<file path="config.mk">
export PLATFORM = sky130hd
export DESIGN_NAME = hws_queue
export DESIGN_NICKNAME = d
export VERILOG_FILES = /design/src/hws_pkg.sv /design/src/hws_queue.sv
export SDC_FILE = /design/constraint.sdc
export NUM_CORES = 1
export LEC_CHECK = 0
export ABC_AREA = 1
export BUFFER_PORTS_ARGS = -buffer_cell sky130_fd_sc_hd__clkbuf_2
export CAP_MARGIN = 0
export CORE_UTILIZATION = 55
export DETAILED_ROUTE_END_ITERATION = 7
export PLACE_DENSITY = 0.83
export REMOVE_ABC_BUFFERS = 1
export SYNTH_ARGS = -nofsm -noshare
export SYNTH_HDL_FRONTEND = slang
export SYNTH_SLANG_ARGS = --single-unit
export TNS_END_PERCENT = 5
</file>
<file path="constraint.sdc">
create_clock -name i_clk -period 7.6 [get_ports i_clk]
set_input_delay 0.76 -clock i_clk [delete_from_list [all_inputs] [get_ports i_clk]]
set_output_delay 0.76 -clock i_clk [all_outputs]
set_load 0.02 [all_outputs]
</file>
<file path="src/hws_pkg.sv">
// shared constants, types and the hash reduction table for the hashed word set
package hws_pkg;

    localparam int BUCKET_COUNT = 3001;
    localparam int POOL_ENTRIES = 4096;
    localparam int WORD_CHARS   = 5;

    localparam int WORD_W   = 8 * WORD_CHARS;
    localparam int BUCKET_W = 12;
    localparam int HEAD_AW  = $clog2(BUCKET_COUNT);
    localparam int ENTRY_AW = $clog2(POOL_ENTRIES);
    localparam int LINK_W   = $clog2(POOL_ENTRIES + 1);
    localparam int CHAR_CW  = $clog2(WORD_CHARS + 1);

    localparam int HASH_SEED = 5381;
    localparam int HASH_MULT = 33;
    localparam int HASH_INIT = HASH_SEED % BUCKET_COUNT;

    localparam int P_MAX      = (BUCKET_COUNT - 1) * HASH_MULT + 255;
    localparam int P_W        = $clog2(P_MAX + 1);
    localparam int RED_SHIFT  = $clog2(BUCKET_COUNT) - 1;
    localparam int RED_DEPTH  = 2 ** (P_W - RED_SHIFT);

    localparam int QUEUE_DEPTH = 2;
    localparam int QUEUE_AW    = $clog2(QUEUE_DEPTH);

    localparam logic MODE_INSERT = 1'b0;
    localparam logic MODE_LOOKUP = 1'b1;

    typedef struct packed {
        logic               mode;
        logic [WORD_W-1:0]  word;
        logic [HEAD_AW-1:0] bucket;
    } t_job;

    typedef struct packed {
        logic                found;
        logic                status;
        logic [BUCKET_W-1:0] bucket;
    } t_result;

    typedef logic [P_W-1:0] t_red_tab [RED_DEPTH];

    // largest multiple of the bucket count at or below each coarse step
    function automatic t_red_tab red_table();
        t_red_tab t;
        for (int i = 0; i < RED_DEPTH; i++) begin
            t[i] = P_W'(((i * (2 ** RED_SHIFT)) / BUCKET_COUNT) * BUCKET_COUNT);
        end
        return t;
    endfunction

    localparam t_red_tab RED_TAB = red_table();

endpackage

</file>
<file path="src/hws_queue.sv">
// short job queue between the front end and the table engine
module hws_queue (
    input  logic          i_clk,
    input  logic          i_rst_n,
    input  logic          i_push,
    input  hws_pkg::t_job i_data,
    output logic          o_full,
    input  logic          i_pop,
    output hws_pkg::t_job o_data,
    output logic          o_empty
);
    import hws_pkg::*;

    t_job                r_slot [QUEUE_DEPTH];
    logic [QUEUE_AW-1:0] r_wr;
    logic [QUEUE_AW-1:0] r_rd;
    logic [QUEUE_AW:0]   r_count;
    logic                do_push;
    logic                do_pop;

    assign o_full  = (r_count == (QUEUE_AW+1)'(QUEUE_DEPTH));
    assign o_empty = (r_count == '0);
    assign o_data  = r_slot[r_rd];
    assign do_push = i_push && !o_full;
    assign do_pop  = i_pop && !o_empty;

    always_ff @(posedge i_clk) begin
        if (do_push) begin
            r_slot[r_wr] <= i_data;
        end
        if (!i_rst_n) begin
            r_wr    <= '0;
            r_rd    <= '0;
            r_count <= '0;
        end else begin
            if (do_push) begin
                r_wr <= (r_wr == QUEUE_AW'(QUEUE_DEPTH - 1)) ? '0 : r_wr + 1'b1;
            end
            if (do_pop) begin
                r_rd <= (r_rd == QUEUE_AW'(QUEUE_DEPTH - 1)) ? '0 : r_rd + 1'b1;
            end
            r_count <= r_count + (QUEUE_AW+1)'(do_push) - (QUEUE_AW+1)'(do_pop);
        end
    end

endmodule

</file>
Yosys cells after proc, flatten, opt, wreduce, memory -nomap -nowiden
Memories as Yosys holds them, arrays and structs flattened. A register that Yosys moved wholly into a read port is not among the register bits.
Cells that the tools add are included.

cells by class
  add/subtract/negate cells = 4
  equal/unequal tests = 1
  muxes and demuxes = 6
  reduce and logical (&&, ||, !) cells = 5

operators with widths
  kind                                         count
  1-bit 2-to-1 mux                             6
  1-bit adder (second input constant)          2
  2-bit by 1-bit adder with 2-bit output       1
  2-bit equality test (second input constant)  1
  1-bit logical AND                            2
  1-bit logical NOT                            2
  2-bit logical NOT                            1
  2-bit by 1-bit subtractor with 2-bit output  1

word-level totals
  flip-flop bits (word level) = 4
  bits in writable memories = 106
  output and inout bits = 55
  logic and storage cells = 20
  memories kept = 1

memories
  name    depth  width  read ports  clocked after memory_dff  wr ports  RTL line         RTL
  r_slot  2      53     1           1                         1         hws_queue.sv:14  t_job r_slot [QUEUE_DEPTH];

Depth between registers and ports, before layout
  depth in word-level cells = 5
  mapped depth = 11

Least setup slack after synthesis
OpenSTA, ideal clock, no wires.

  kind = input port to flip-flop
  from = input port i_push
  to = memory r_slot[0][0] (netlist bit), enable pin
  setup time = 0.464 ns
  data arrival time = 3.050 ns
  slack = 4.086 ns
  stages on the path = 2
  path buffers = 0
  cells stage by stage = nand2_1 nor2_1

between the ends
  word-level cells in the longest chain between the ends = 3

RTL lines
  what                                    RTL line         RTL
  from (decl)                             hws_queue.sv:5   input logic i_push,
  1-bit logical AND                       hws_queue.sv:24  assign do_push = i_push && !o_full;
  1-bit 2-to-1 mux                        hws_queue.sv:28  if (do_push) begin
  1-bit 2-to-1 mux (not written as such)  hws_queue.sv:29  r_slot[r_wr] <= i_data;
  to (decl)                               hws_queue.sv:14

Every way passes these cells.

==> summary.md <==
| Metric | Value |
|---|---|
| Status | finished, final reports clean |
| VDD IR max | 0.2262 mV |
| Total track usage | 0.1606 |
| Critical path peak fanout | 53 |
| Vias in the first global route | 2146 |
| Startpoint Class | flip-flop |
| Tcrit/Tclk final | 0.3550 |
| Post-synthesis sequential area ratio | 0.7588 |
| Post-CTS setup buffers | 0 |
| Clock Skews | 0.01013 ns |
| CTS hold repair buffers | 0 |
| Most common cell after layout, fill and taps aside | clkbuf_2 |
| Hpwl dp | 4.292 mm |
| Core Box Area | 0.007408 mm² |
| First-pass GRT wire length | 10.02 mm |
| Leakage Power | 2.058 nW |
| WL per Instance | 14.88 µm |
| Worst slew pin tran | 1.135 ns |
| Resized cells post-CTS | 0 |
| R2R cell count | 5 |
| CTS tree | built |
| Post-Syn Instances | 203 |
| CP arrival | 1.94 ns |
| Initial Util | 0.5840 |
| Largest net degree at the start of global routing | 54 |
| Final instance area | 0.005092 mm² |
| Met1 global-route usage | 0.1826 |
| Die W | 90.70 µm |
| Max incr delay on CP | 1.00 ns |
| Worst hold path depth | 2 |
| Worst rel slew slack | 0.2420 |
| R2r setup slk | 5.54 ns |
| Clk sinks | 111 |
| Grt ovf | 0 |
| Pwr Density | 321.7 mW/mm² |
| Max cap viols | 0 |
| H-tree depth | 3 |
| Fin crit period | 2.698 ns |
| Highest-count cells in the layout ignoring fill and taps | 111 x clkbuf_2, 106 x edfxtp_1, 50 x mux2_4 |
| Share of post-route cells with drive strength above 1 | 0.5631 |
| Clock transition at path regs | 0.09 ns |
| Cell Chain, Critical Path | mux2_2 -> clkbuf_2 |
| # IOs | 112 |
| Most Crowded Layer GR | met2 |
| Yosys cell types | 12 |
| Total Neg Setup Slack | 0 ns |
| Critical Path End Type | output port |
| Initial DRC count | 73 |
| Worst flop-to-flop path endpoint | r_slot[0][23]$_DFFE_PP_ |
| Slew Limit Fails | 0 |
| Met3 global-route usage | 0.04630 |
| Hold Vio Cnt, Final | 0 |
| Met2 Use GR | 0.2835 |
| Port bufs | 111 |
| Worst-skew pair later-pin latency | 0.36 ns |
| DRT Pass-1 Iters | 4 |
| GPL Wtd Cong | 0.7363 |
| Initial antenna violation count | 0 |
| Area Growth Syn to Fin | 17.70% |
| Fmax achieved | 370.7 MHz |
| Worst r2r src | r_count[0]$_SDFF_PN0_ |
| Die height | 90.70 µm |
| Setup Viol. Count Final | 0 |
| Post-Syn Area | 0.004327 mm² |
| Worst hold slack | 0.5134 ns |
| Synth warn | 0 |
| Drt drc | 0 |
| Final ANT Viol Nets | 0 |
| Die Footprint | 0.008226 mm² |
| RSZ-0062 raised after global routing | false |
| Post-DR vias/cell | 4.934 |
| Worst path required time | 6.84 ns |
| Routed WL | 6.310 mm |
| #FFs+latches synth | 111 |
| Cts bufs inserted | 9 |
| HP Start | r_rd$_SDFFE_PN0P_ |
| Crit Path Class | reg -> out |
| Clk root buf | clkbuf_8 |
| Row cnt | 31 |
| Max clock buf depth | 2 |
| N_diodes | 0 |
| Cell Area, Placed | 0.004913 mm² |
| Layout Nets | 379 |
| Hold Crit Class | reg -> reg |
| Slowest-stage cell, CP | dfxtp_4 |
| Routed via count | 2092 |
| Syn avg cell area | 21.31 µm² |
## worst max-delay path by stage
stage	start	end	cells past startpoint
4_1_cts	flip-flop	o_data[40]	2
3_3_place_gp	i_push	r_slot[0][21]$_DFFE_PP_	4
3_5_place_dp	i_push	r_slot[0][24]$_DFFE_PP_	4
5_1_grt	flip-flop	o_data[40]	2
6_report	flip-flop	o_data[46]	2
2_1_floorplan	i_push	r_slot[0][0]$_DFFE_PP_	2
## stage by stage
| stage | worst slack [ns] | power, mW | instances | utilization |
|---|---|---|---|---|
| finish | 4.902 | 1.638 | 424 | 0.6874 |
| global route | 4.792 | 1.711 | 424 | 0.6874 |
| CTS | 4.849 | 1.654 | 424 | 0.6874 |
| detailed placement | 5.196 | 1.345 | 408 | 0.6632 |
| global placement | 5.226 | 1.333 | 408 | 0.6632 |
| floorplan | 4.086 | 1.209 | 197 | - |
## cell type report
class | count | area [µm²]
tap | 99 | 123.9
sequential | 111 | 3287
inverter | 9 | 33.78
clock inverter | 6 | 51.30
multi-input combinational | 77 | 905.9
timing repair buffer | 112 | 563.0
clock buffer | 10 | 127.6
fill | 521 | 2316
## where the power goes
group          switching [mW]  internal [mW]
Combinational           0.251          0.224
Clock                   0.193          0.124
Sequential             0.0692          0.777
## critical path: cells and delay by family (launching register included)
| family | cells | cell delay [ns] |
|---|---|---|
| flip-flops | 1 | 1.00 |
| multiplexers | 1 | 0.42 |
| buffers and inverters | 1 | 0.15 |
## cell usage after synthesis (all sizes together)
master / instances / area share
a21oi: 2 / 0.0023
buf: 6 / 0.026
dfxtp: 5 / 0.023
edfxtp: 106 / 0.74
ha: 2 / 0.0058
inv: 9 / 0.0078
mux2: 53 / 0.18
nand2: 9 / 0.0078
nand3: 3 / 0.0035
nor2: 8 / 0.0069
## layer usage
metal	vias to the layer above	share of wire
met5	-	0
met4	0	0.016
met3	8	0.064
met2	76	0.51
met1	1006	0.41
li1	1002	-
## registers in the layout, indices dropped and copies added (netlist names), named ones only
name	cells
r_count	2
r_wr	1
r_rd	1
r_slot	106
## cell families after synthesis
family / share of synthesized area
and+or+nand+nor: 0.01822
buffers and inverters: 0.03355
DFF: 0.7588
muxes: 0.1813
adders and majority gates: 0.005783
AOI/OAI and AO/OA: 0.002314
Power figures use the tool's default switching activity.
