**src/hws_pkg.sv**
```systemverilog
// shared constants, types and the hash reduction table for the hashed word set
package hws_pkg;

    localparam int BUCKET_COUNT = 3001;
    localparam int POOL_ENTRIES = 4096;
    localparam int WORD_CHARS   = 5;

    localparam int WORD_W   = 8 * WORD_CHARS;
    localparam int BUCKET_W = 12;
    localparam int HEAD_AW  = $clog2(BUCKET_COUNT);
    localparam int ENTRY_AW = $clog2(POOL_ENTRIES);
    localparam int LINK_W   = $clog2(POOL_ENTRIES + 1);
    localparam int CHAR_CW  = $clog2(WORD_CHARS + 1);

    localparam int HASH_SEED = 5381;
    localparam int HASH_MULT = 33;
    localparam int HASH_INIT = HASH_SEED % BUCKET_COUNT;

    localparam int P_MAX      = (BUCKET_COUNT - 1) * HASH_MULT + 255;
    localparam int P_W        = $clog2(P_MAX + 1);
    localparam int RED_SHIFT  = $clog2(BUCKET_COUNT) - 1;
    localparam int RED_DEPTH  = 2 ** (P_W - RED_SHIFT);

    localparam int QUEUE_DEPTH = 2;
    localparam int QUEUE_AW    = $clog2(QUEUE_DEPTH);

    localparam logic MODE_INSERT = 1'b0;
    localparam logic MODE_LOOKUP = 1'b1;

    typedef struct packed {
        logic               mode;
        logic [WORD_W-1:0]  word;
        logic [HEAD_AW-1:0] bucket;
    } t_job;

    typedef struct packed {
        logic                found;
        logic                status;
        logic [BUCKET_W-1:0] bucket;
    } t_result;

    typedef logic [P_W-1:0] t_red_tab [RED_DEPTH];

    // largest multiple of the bucket count at or below each coarse step
    function automatic t_red_tab red_table();
        t_red_tab t;
        for (int i = 0; i < RED_DEPTH; i++) begin
            t[i] = P_W'(((i * (2 ** RED_SHIFT)) / BUCKET_COUNT) * BUCKET_COUNT);
        end
        return t;
    endfunction

    localparam t_red_tab RED_TAB = red_table();

endpackage

```
**src/hws_front.sv**
```systemverilog
// front end: accepts beats, normalizes the word and computes its bucket
module hws_front (
    input  logic                 i_clk,
    input  logic                 i_rst_n,
    input  logic                 i_push,
    input  logic                 i_stall,
    input  logic                 i_mode,
    input  logic [hws_pkg::WORD_W-1:0] i_word,
    output logic                 o_full,
    output logic                 o_job_valid,
    output hws_pkg::t_job        o_job,
    input  logic                 i_job_full
);
    import hws_pkg::*;

    typedef enum logic [1:0] {F_IDLE, F_MUL, F_RED, F_OUT} t_fstate;

    t_fstate             r_state;
    logic                r_mode;
    logic [WORD_W-1:0]   r_word;
    logic [WORD_W-1:0]   r_shift;
    logic [HEAD_AW-1:0]  r_h;
    logic [P_W-1:0]      r_p;
    logic [CHAR_CW-1:0]  r_left;

    logic [7:0]          cur_byte;
    logic [P_W-1:0]      n_p;
    logic [P_W-1:0]      diff;
    logic [HEAD_AW-1:0]  n_h;
    logic [WORD_W-1:0]   norm_word;

    function automatic logic [WORD_W-1:0] normalize(input logic [WORD_W-1:0] w);
        logic [WORD_W-1:0] r;
        logic              ended;
        r     = '0;
        ended = 1'b0;
        for (int i = WORD_CHARS - 1; i >= 0; i--) begin
            if (w[8*i +: 8] == 8'd0) begin
                ended = 1'b1;
            end
            if (!ended) begin
                r[8*i +: 8] = w[8*i +: 8];
            end
        end
        return r;
    endfunction

    assign norm_word = normalize(i_word);
    assign cur_byte  = r_shift[WORD_W-1 -: 8];
    assign n_p       = P_W'(r_h) * P_W'(HASH_MULT) + P_W'(cur_byte);
    assign diff      = r_p - RED_TAB[r_p[P_W-1:RED_SHIFT]];
    assign n_h       = (diff >= P_W'(BUCKET_COUNT)) ? HEAD_AW'(diff - P_W'(BUCKET_COUNT))
                                                    : HEAD_AW'(diff);

    assign o_full      = (r_state != F_IDLE) || i_stall;
    assign o_job_valid = (r_state == F_OUT);
    assign o_job       = '{mode: r_mode, word: r_word, bucket: r_h};

    always_ff @(posedge i_clk) begin
        if (!i_rst_n) begin
            r_state <= F_IDLE;
        end else begin
            unique case (r_state)
                F_IDLE: begin
                    if (i_push && !i_stall) begin
                        r_mode  <= i_mode;
                        r_word  <= norm_word;
                        r_shift <= norm_word;
                        r_h     <= HEAD_AW'(HASH_INIT);
                        r_left  <= CHAR_CW'(WORD_CHARS);
                        r_state <= F_MUL;
                    end
                end
                F_MUL: begin
                    if (r_left == '0 || cur_byte == 8'd0) begin
                        r_state <= F_OUT;
                    end else begin
                        r_p     <= n_p;
                        r_state <= F_RED;
                    end
                end
                F_RED: begin
                    r_h     <= n_h;
                    r_shift <= r_shift << 8;
                    r_left  <= r_left - 1'b1;
                    r_state <= F_MUL;
                end
                F_OUT: begin
                    if (!i_job_full) begin
                        r_state <= F_IDLE;
                    end
                end
                default: r_state <= F_IDLE;
            endcase
        end
    end

endmodule

```
**config.mk**
```make
export PLATFORM = sky130hd
export DESIGN_NAME = hws_front
export DESIGN_NICKNAME = d
export VERILOG_FILES = /design/src/hws_pkg.sv /design/src/hws_front.sv
export SDC_FILE = /design/constraint.sdc
export NUM_CORES = 1
export LEC_CHECK = 0
export ABC_CLOCK_PERIOD_IN_PS = 9600
export BUFFER_PORTS_ARGS = -buffer_cell sky130_fd_sc_hd__clkbuf_2
export CORE_MARGIN = 1
export CORE_UTILIZATION = 40
export DETAILED_ROUTE_END_ITERATION = 7
export RECOVER_POWER = 50
export SYNTH_ARGS = -nofsm -noshare
export SYNTH_HDL_FRONTEND = slang
export SYNTH_SLANG_ARGS = --single-unit
```
**constraint.sdc**
```tcl
create_clock -name i_clk -period 9.6 [get_ports i_clk]
set_clock_uncertainty 0.15 [all_clocks]
set_input_delay 0.96 -clock i_clk [delete_from_list [all_inputs] [get_ports i_clk]]
set_output_delay 0.96 -clock i_clk [all_outputs]
set_load 0.005 [all_outputs]
```
After elaboration in Yosys (flattened, before gate mapping)
Memories as Yosys holds them, arrays and structs flattened.
Cells that the tools add are included.
{ "totals": {"inputBits": 46, "mem_bits_rw": 0, "out_inout_bits": 55, "latchBits": 0, "memories": 1, "romBits": 1088, "elab_cells": 63, "ff_bits": 115} }
{ "op_classes": {"addsub": 4, "bitwise": 2, "mul": 1, "div": 0, "n_eq_ne": 5, "mux": 23, "shifts": 0, "n_lt_le_gt_ge": 2, "reduce_logical": 18} }
{ "mem_list": {"columns": ["memory", "depth", "word_bits", "read_ports", "rd_clocked_by_memory_dff", "write_ports", "line_no", "rtl"], "rows": [
  ["(no name shown)", 64, 17, 1, 0, 0, "hws_front.sv:51", "assign diff = r_p - RED_TAB[r_p[P_W-1:RED_SHIFT]];"]
]} }
{ "op_table": {"columns": ["op", "n"], "rows": [
  ["40-bit case mux with 2 select lines", 1],
  ["8-bit logical NOT", 6],
  ["40-bit 2-to-1 mux", 1],
  ["8-bit 2-to-1 mux", 5],
  ["17-bit 2-to-1 mux", 2],
  ["12-bit 2-to-1 mux", 2],
  ["12-bit case mux with 2 select lines", 1],
  ["17-bit by 8-bit adder with 17-bit output", 1],
  ["17-bit by 12-bit >= comparator with 1-bit output, second input constant", 1],
  ["12-bit by 6-bit multiplier with 17-bit output, second input constant", 1],
  ["17-bit subtractor", 1],
  ["12-bit subtractor, second input constant", 1],
  ["3-bit AND reduction", 3],
  ["2-bit case mux with 4 select lines", 1],
  ["7-bit >= comparator, second input constant", 1],
  ["6-bit NOT with 7-bit output", 1],
  ["1-bit 2-to-1 mux", 6],
  ["3-bit case mux with 2 select lines", 1],
  ["2-bit == test, second input constant", 2],
  ["2-bit 2-to-1 mux", 2],
  ["2-bit != test, second input constant", 2],
  ["2-bit nonzero test", 2],
  ["3-bit logical NOT", 1],
  ["3-bit 2-to-1 mux", 1],
  ["8 further kinds", 9]
]} }

Longest topological paths before layout
{ "logic_depth": {"depth_word": 9, "mapped_depth": 21} }

Least setup slack after synthesis
OpenSTA, ideal clock, no wires.
{ "synth_timing": {"path_kind": "input-to-reg", "startpoint": "in i_push", "endpoint": "reg r_h[0], enable pin", "t_arrival_ns": 5.212, "path_slack_ns": 3.691, "setup_ns": 0.547, "cell_stages": 3, "path_buffers": 0, "path_cell_list": "nor2b_1 > nor2_1 > nor3b_1"} }
{ "synth_via": {"elab_chain_cells": 3} }
{ "synth_lines": {"columns": ["item", "line_no", "rtl"], "rows": [
  ["start: declaration", "hws_front.sv:5", "input logic i_push,"],
  ["1-bit logical AND", "hws_front.sv:65", "if (i_push && !i_stall) begin"],
  ["2-bit != test (no source line)", null, null],
  ["3-bit AND reduction (no source line)", null, null],
  ["end signal: assignment", "hws_front.sv:69", "r_h <= HEAD_AW'(HASH_INIT);"],
  ["end signal: assignment", "hws_front.sv:83", "r_h <= n_h;"],
  ["end: declaration", "hws_front.sv:22", "logic [HEAD_AW-1:0] r_h;"]
]} }
Every way passes these cells.
A chain may end at the register's enable or synchronous reset.

Worst setup path after layout
{ "layout_timing": {"startpoint": "reg r_p[13]", "endpoint": "reg r_h[1] (data pin)"} }
{ "layout_via": {"elab_chain_cells": 8} }
{ "layout_lines": {"columns": ["item", "line_no", "rtl"], "rows": [
  ["start: declaration", "hws_front.sv:23", "logic [P_W-1:0] r_p;"],
  ["start signal: assignment", "hws_front.sv:78", "r_p <= n_p;"],
  ["6-bit NOT with 7-bit output (implied by the code)", "hws_front.sv:51", null],
  ["memory read 64 x 17 bit", null, null],
  ["17-bit 2-to-1 mux (implied by the code) (2 in series)", "hws_front.sv:51", null],
  ["17-bit subtractor (*)", "hws_front.sv:51", null],
  ["17-bit by 12-bit >= comparator with 1-bit output or 12-bit subtractor (tied branches)", "hws_front.sv:52", "assign n_h = (diff >= P_W'(BUCKET_COUNT)) ? HEAD_AW'(diff - P_W'(BUCKET_COUNT))"],
  ["12-bit 2-to-1 mux (*)", "hws_front.sv:52", null],
  ["12-bit case mux with 2 select lines (*)", "hws_front.sv:63", "unique case (r_state)"]
]} }
Every way passes the cells marked *; elsewhere a longest branch is shown, timed or not. The select of a mux whose other input is x is not followed.

==> qor.yml <==
hold_viol_final: 0
fin_area_um2: 9160
placedInstanceArea_um2: 8620
grt_use_total_pct: 19.6
worst_pin_slew_ns: 1.90
outcome: "finished, violations left"
clock_path_buffers: 2
cts-resized-gates: 0
grt_pass1_wl_um: 30200
holdWs_ns: 0.361
grt_use_met1_pct: 23.6
die_width_um: 142
end_kind: "flip-flop"
cts_hold_buffers: 0
grt_pass1_vias: 5891
clk_pin_slew_ns: 0.05
dr.first_iter.drc_count: 353
ys_seq_elements: 115
wirelength_um: 19100
min_path_type: "flip-flop to flip-flop"
coreArea_um2: 19400
io_pins: 101
synthesis.nets: 877
yosysWarnings: 0
clockRootBuffer: "clkbuf_16"
power_density_nw_per_um2: 175
clock-sinks: 115
finalSetupTns_ns: 0
arrival_ns: 5.97
final_cell_mix: "edfxtp_1, nand2_1, ha_1"
maxCapViolCount: 2
final-max-slew-violation-count: 77
nFillCells: 1898
cts_made_buffers: 17
area_delta_synth_final_pct: 16.0
critPathLaunchType: "flip-flop"
cts_tree: "yes"
post_cts_buffers: 0
busiest_layer: "met2"
violations: "capacitance limit, slew limit"
grt_antenna_before_repair: 0
drtPass1Iterations: 5
vias: 6050
drive_gt1_share_pct: 16.5
die_h_um: 142
p_total_mw: 1.60
dp.final_hpwl_um: 14100
layout_min_cycle_time_ns: 5.90
synthArstFlopShare_pct: 0
relSlewSlack_pct: -26.8
period_share_pct: 61.5
grt_max_degree: 54
syn_inst: 755
critPathMaxFanout: 44
p_leak_nw: 3.57
num_antenna_cells: 0
ys_seq_area_share_pct: 43.5
antenna_left: 0
vias_per_cell: 5.41
synth_ff_type: "edfxtp_1"
grt-ovfl-total: 0
grt_use_met2_pct: 31.9
synth.avg_cell_area_um2: 10.5
htreeDepth: 4
layout_commonest_cell: "edfxtp_1"
crit_required_ns: 9.67
path_class: "flip-flop to flip-flop"
wire_per_inst_um: 17.1
yosys.cell_types.count: 76
synthesis.area_um2: 7890
max_freq_mhz: 169
remaining_drc_errors: 0
synth_edf_count: 113
rsz0062_at_grt: "false"
start_util_pct: 40.7
fin_nets: 962
clock_latency_ns: 0.41
die-area_um2: 20300
rows: 51
use_met3_pct: 5.72
place_congestion: 0.924
finalSetupViolations: 0
ir_drop_mv: 0.150
portBuffers: 100
## critical path: stages, from the launching register on
cell and delay, ns:
edfxtp_1 0.32, buf_4 0.37, clkinv_1 0.58, o21ai_0 0.40
and2_1 0.23, a21oi_1 0.07, a31oi_1 0.19, a21oi_1 0.06
or2_2 0.31, fa_1 0.47, nor2b_4 0.15, o311a_4 0.21
o211ai_2 0.09, a21o_4 0.22, xnor2_1 0.12, or3_4 0.34
a2111oi_4 0.95, a21boi_1 0.16, a311oi_1 0.29
## sequential cells by signal (all words and copies together), names as in the netlist
name     cells
r_shift     40
r_word      40
r_p         17
r_h         12
r_left       3
r_state      2
r_mode       1
## synth_stat cells (9+ instances only)
| cell | number | area (um^2) |
|---|---|---|
| a21oi_1 | 46 | 230 |
| a31oi_1 | 9 | 56.3 |
| and2_1 | 39 | 244 |
| and3_1 | 12 | 75.1 |
| clkbuf_1 | 35 | 131 |
| edfxtp_1 | 113 | 3390 |
| ha_1 | 73 | 913 |
| inv_1 | 20 | 75.1 |
| mux2_2 | 24 | 270 |
| mux2i_1 | 12 | 120 |
| nand2_1 | 76 | 285 |
| nand3_1 | 14 | 70.1 |
| nor2_1 | 49 | 184 |
| nor3_1 | 11 | 55.1 |
| nor4_1 | 10 | 62.6 |
| o21ai_0 | 33 | 165 |
| xnor2_1 | 17 | 149 |
## report_power, final
part / internal, mW / switching, mW / total, mW
Sequential: 0.585 / 0.0115 / 0.596
Combinational: 0.145 / 0.205 / 0.349
Clock: 0.434 / 0.224 / 0.657
## per-stage QoR
step | worst slack (ns) | util, % | std cells
final | 3.70 | 47.2 | 1118
after global routing | 3.28 | 47.2 | 1118
after CTS | 3.76 | 47.6 | 1118
after detailed placement | 3.79 | 44.4 | 1086
after global placement | 3.81 | 44.4 | 1086
after floorplan | 3.69 | - | 755
## layer usage
layer | part of all wire (%) | vias to the layer above
li1 | - | 2988
met3 | 7.0 | 44
met5 | 0 | -
met4 | 3.2 | 0
met2 | 47 | 194
met1 | 42 | 2824
## path summary, 6_finish.rpt
| check | from | to | slack [ns] | depth (start not counted) |
|---|---|---|---|---|
| setup reg to reg | r_p[13] | r_h[1] | 3.70 | 18 |
| hold / removal | r_shift[28] | r_shift[36] | 0.36 | 2 |
| setup / recovery | r_p[13] | r_h[1] | 3.70 | 18 |
| hold reg to reg | r_shift[28] | r_shift[36] | 0.36 | 2 |
## logic make-up (layout without fill, tap and decap cells)
logic type,count (synthesis),after routing,synth area share (%)
xor+xnor,26,26,2.98
compound gates,178,178,15.9
buf+inv,64,162,3.20
flops,115,115,43.5
mux,38,38,5.52
simple gates,258,258,16.6
fa+ha+maj,76,76,12.3
## final cells by class
type / instances / area, um^2 / area share, %
sequential: 115 / 3430 / 37.5
clock inverter: 13 / 183 / 2.00
inverter: 23 / 86.3 / 0.943
multi-input combinational: 576 / 4200 / 45.9
timing repair buffer: 107 / 485 / 5.30
tap: 265 / 332 / 3.62
clock buffer: 19 / 433 / 4.73
Note: power is estimated with default switching activity, not from simulation.
